## src/sv/rdse_ram.sv

```systemverilog
// ----------------------------------------------------------------------------
// rdse_ram
// Simple dual port synchronous RAM, registered read data.
// ----------------------------------------------------------------------------
`default_nettype none

module rdse_ram #(
    parameter int DEPTH = 16,
    parameter int WIDTH = 8,
    parameter int AW    = $clog2(DEPTH)
) (
    input  wire logic             i_clk,
    input  wire logic             i_we,
    input  wire logic [AW-1:0]    i_waddr,
    input  wire logic [WIDTH-1:0] i_wdata,
    input  wire logic             i_re,
    input  wire logic [AW-1:0]    i_raddr,
    output logic      [WIDTH-1:0] o_rdata
);

    logic [WIDTH-1:0] mem [DEPTH];

    always_ff @(posedge i_clk) begin
        if (i_we) begin
            mem[i_waddr] <= i_wdata;
        end
        if (i_re) begin
            o_rdata <= mem[i_raddr];
        end
    end

endmodule

`default_nettype wire

```

## config.mk

```make
export PLATFORM = sky130hd
export DESIGN_NAME = rdse_ram
export DESIGN_NICKNAME = d
export VERILOG_FILES = /design/src/sv/rdse_ram.sv
export SDC_FILE = /design/constraint.sdc
export NUM_CORES = 1
export LEC_CHECK = 0
export BUFFER_PORTS_ARGS = -buffer_cell sky130_fd_sc_hd__buf_2
export CAP_MARGIN = 10
export CELL_PAD_IN_SITES_DETAIL_PLACEMENT = 1
export CELL_PAD_IN_SITES_GLOBAL_PLACEMENT = 1
export CORE_MARGIN = 10
export CORE_UTILIZATION = 48
export DETAILED_ROUTE_END_ITERATION = 10
export PLACE_DENSITY_LB_ADDON = 0.1
export SYNTH_ARGS = -nofsm -noshare
export SYNTH_HDL_FRONTEND = slang
export SYNTH_SLANG_ARGS = --single-unit
```

## constraint.sdc

```tcl
create_clock -name i_clk -period 2 [get_ports i_clk]
set_clock_uncertainty 0.2 [all_clocks]
set_input_delay 0.2 -clock i_clk [delete_from_list [all_inputs] [get_ports i_clk]]
set_output_delay 0.2 -clock i_clk [all_outputs]
set_load 0.02 [all_outputs]
```

## Yosys cells after proc, flatten, opt, wreduce, memory -nomap -nowiden

Memory sizes are Yosys's and may differ from the RTL's. A register that Yosys moved wholly into a read port is not among the register bits.
Index checks and enable logic that the tools add are counted.

| word-level totals | value |
|---|---|
| memories | 1 |
| latch bits | 0 |
| output and inout bits | 8 |
| register bits after elaboration | 0 |
| ROM bits | 0 |
| bits in writable memories | 128 |
| word-level logic and storage cells | 3 |

Memory list:

| name | depth | width | read ports | clocked after memory_dff | wr ports | line | RTL |
|---|---|---|---|---|---|---|---|
| mem | 16 | 8 | 1 | 1 | 1 | 21 | `logic [WIDTH-1:0] mem [DEPTH];` |

| operators by class | value |
|---|---|
| multiply operators | 0 |
| shift-type cells | 0 |
| order comparisons | 0 |
| div/mod/pow operators | 0 |
| equal/unequal tests | 0 |
| reduce and logical (&&, ||, !) cells | 0 |
| muxes and demuxes | 2 |
| add/sub/neg operators | 0 |
| bitwise operators | 0 |

Operators with widths:

| cell | number |
|---|---|
| 2-to-1 mux 1 bit | 2 |

## Longest topological paths before layout

| logic depth | value |
|---|---|
| depth after elaboration | 2 |
| mapped depth | 5 |
| mapped depth without buffers | 3 |

## Worst setup path after synthesis

OpenSTA, ideal clock, no wires.

| timing path | value |
|---|---|
| path kind | input-to-reg |
| from | input port i_waddr[2] |
| to | memory mem[0][0], enable pin |
| buffers on the path | 0 |
| data arrival time | 1310 ps |
| stages | 2 |
| setup time | 383 ps |
| data required time | 1417 ps |
| setup slack | 107 ps |
| cells stage by stage | or3b_2 > nor3_1 |

RTL lines:

| element | line | RTL |
|---|---|---|
| from (decl) | 14 | `input wire logic [AW-1:0] i_waddr,` |
| to (decl) | 21 |  |

No word-level cell before the write port.

==> metrics <==
Maximum Capacitance Violations=0; length in cells of the worst reg-to-reg path=3; max-slew violation total from the final report=0; via count normalized by instance count=5.535; CTS HTree Levels=4; Post-Syn Area per Cell=22.83 µm²; Setup TNS=0 ns; CP Max Fanout=1; input/output buffers=26; r2r endpoint=o_rdata[3]; antenna violations before repair=0; placed instance area=5657 µm²; antenna viol nets, final=0; Layout Cells excl Fill=449; slowest cell delay on critical path=0.52 ns; syn nets=248; type of the tightest min-delay check=input pin to register; commonest cells after routing, fill and taps aside=136 x sky130_fd_sc_hd__edfxtp_1, 26 x sky130_fd_sc_hd__buf_2, 20 x sky130_fd_sc_hd__buf_4; Synth Cell Area=5228 µm²; DP HPWL=6.968 mm; Worst Setup End Kind=register; count of cell types in the netlist=18; vias in the first global route=2744; Post-Place Worst Slack=0.007867 ns; critical path arrival=1.76 ns; PD cells=1038 nW/µm²; number of buffers between clock root and the deepest sink=2; Initial DRC Count=219; worst max-slew margin expressed relative to the limit=0.7117; final WL=11.21 mm; TritonCTS clock tree=yes; Remaining Overflow, GRT=0; sequential fraction of the synthesis area=0.7812; Non-Filler Cell Area, Final=6305 µm²; # Post-CTS Setup Buffers=0; time the final worst path needs with I/O delays and setup=1.697 ns; run status=complete, no violations; R2R Path Start=mem[2][3]; leading area contributor after synthesis=sky130_fd_sc_hd__edfxtp_1; warning count from the yosys run=0; maximum vdd drop=524.8 µV; Crit-path slowest cell=sky130_fd_sc_hd__mux4_1; setup repair after global routing missed its margin=false; slack of the worst reg-to-reg path=0.30 ns; initial cell density of the core=0.4865; CTS sink count=136; antenna diode count=0; setup violation total in the final timing report=0; global-route wire length before repair=17.30 mm; IO Pins=27; area of the die=15470 µm²; CTS root buffer=sky130_fd_sc_hd__clkbuf_8; timing endpoint of the critical path=o_rdata[3]; Clk pin slew, worst setup/hold paths=0.06 ns; top achievable clock speed=589.2 MHz; final critical-path share of the clock period=0.8486; top-area cell type share of the netlist area=0.7812; width of the die=124.4 µm; number of instances in the placed design=408; cell count after synthesis=229; routability congestion estimate=0.7208; worst path buffer plus inverter count=0; worst-path cell chain=mux4_1 -> a22oi_1 -> nand2_1; latest clock arrival within the worst-skew pair=0.52 ns; overall routing resource usage=0.1501; worst setup path startpoint=mem[2][3]; pin count of the biggest net entering global routing=23; number of buffers created by CTS=17; final hold viol count=0; routed via count=2485; element type at the critical path start=register; cell type group with the largest total delay on the critical path=multiplexers; Residual DRC=0; actual transition at the worst max-transition pin=0.4325 ns; final setup slack of the worst path=0.3028 ns; critical path start-end classification=register to register; most common cell after layout, fill and taps aside=sky130_fd_sc_hd__edfxtp_1; number of register bits inferred by synthesis=136; cells resized by post-CTS repair=0; data required time at the worst endpoint=2.07 ns; total number of cells along the worst setup path=3; WL per Instance=24.96 µm; final net count=315; leakage power of the design=2.154 nW; synthesis-to-layout area growth=20.61%; height of the die=124.4 µm; Pre-Repair DR Iteration Count=4; Rows=38; fraction of layout instances using a drive strength above 1=0.3010; top post-synthesis cells by area=sky130_fd_sc_hd__edfxtp_1 78%, sky130_fd_sc_hd__mux4_2 7.8%, sky130_fd_sc_hd__mux4_1 7.0%; core box area=10750 µm²
-- worst min-delay path by stage --
| stage | cells after the start | slack (ns) | start | endpoint |
|---|---|---|---|---|
| after floorplan | 0 | 0.1 | i_wdata[0] | mem[0][0] |
| after global placement | 1 | 0.39 | i_wdata[3] | mem[14][3] |
| after detailed placement | 1 | 0.40 | i_wdata[3] | mem[13][3] |
| after CTS | 3 | 0.03 | i_waddr[0] | mem[8][5] |
| after global routing | 3 | 0.06 | i_waddr[0] | mem[12][4] |
| final | 3 | 0.05 | i_waddr[0] | mem[8][1] |
-- state kept, by name, summed over array words and instances (netlist names) --
name,flops
o_rdata,8
mem,128
-- tightest hold or removal path: cells and delay by family --
kind          cells  cell delay, ns
buf+inv           2            0.32
simple gates      1            0.06
-- cell type report --
| class | instances | area (µm²) |
|---|---|---|
| Fill cell | 954 | 4441 |
| Multi-Input combinational cell | 83 | 1057 |
| Clock inverter | 12 | 132.6 |
| Sequential cell | 136 | 4084 |
| Clock buffer | 20 | 425.4 |
| Tap cell | 140 | 175.2 |
| Timing Repair Buffer | 58 | 430.4 |
-- through the flow --
| step | power, mW | hold slack, ns | util |
|---|---|---|---|
| final | 6.546 | 0.05345 | 0.5867 |
| after global routing | 6.776 | 0.05949 | 0.5867 |
| after CTS | 6.619 | 0.02686 | 0.5867 |
| after floorplan | 3.463 | 0.09887 | - |
| after detailed placement | 3.618 | 0.3995 | 0.5264 |
| after global placement | 3.610 | 0.3948 | 0.5264 |
-- power by group --
group	total, mW	leakage [nW]	switching, mW	internal [mW]
sequential	3.23	1.24	0.0187	3.21
clock	2.98	0.272	1.11	1.87
combinational	0.335	0.645	0.190	0.145
-- logic make-up (layout without fill, tap and decap cells) --
kind of cell | Yosys count | count (layout) | synth area share
mux | 32 | 32 | 0.1479
flops | 136 | 136 | 0.7812
simple gates | 35 | 35 | 0.03136
compound gates | 16 | 16 | 0.02298
buf+inv | 10 | 90 | 0.01651
-- timing repair --
item / 4_1_cts / 5_1_grt
hold endpoints to repair: 136 / 0
hold buffers: 9 / 0
endpoints found under the setup margin: 0 / 0
-- per-layer routing --
layer  wire length (µm)  up-vias  global-route usage  part of all wire
li1                   -     1118                   -                 -
met1               4962     1293              0.1961              0.44
met2               5589       61              0.2357              0.50
met3                480       13             0.03830             0.043
met4                173        0             0.05757             0.015
met5                  0        -                   0                 0
-- cell usage after synthesis (all sizes together) --
cell type      instances
and2                   1
mux4                  32
nand2b                 2
nand2                  9
clkdlybuf4s25          3
nand3b                 2
a22oi                 16
nor3                   4
buf                    7
nor2b                  1
nor2                  13
and2b                  1
nand3                  1
or3b                   1
edfxtp               136
(Power assumes the default switching activity.)
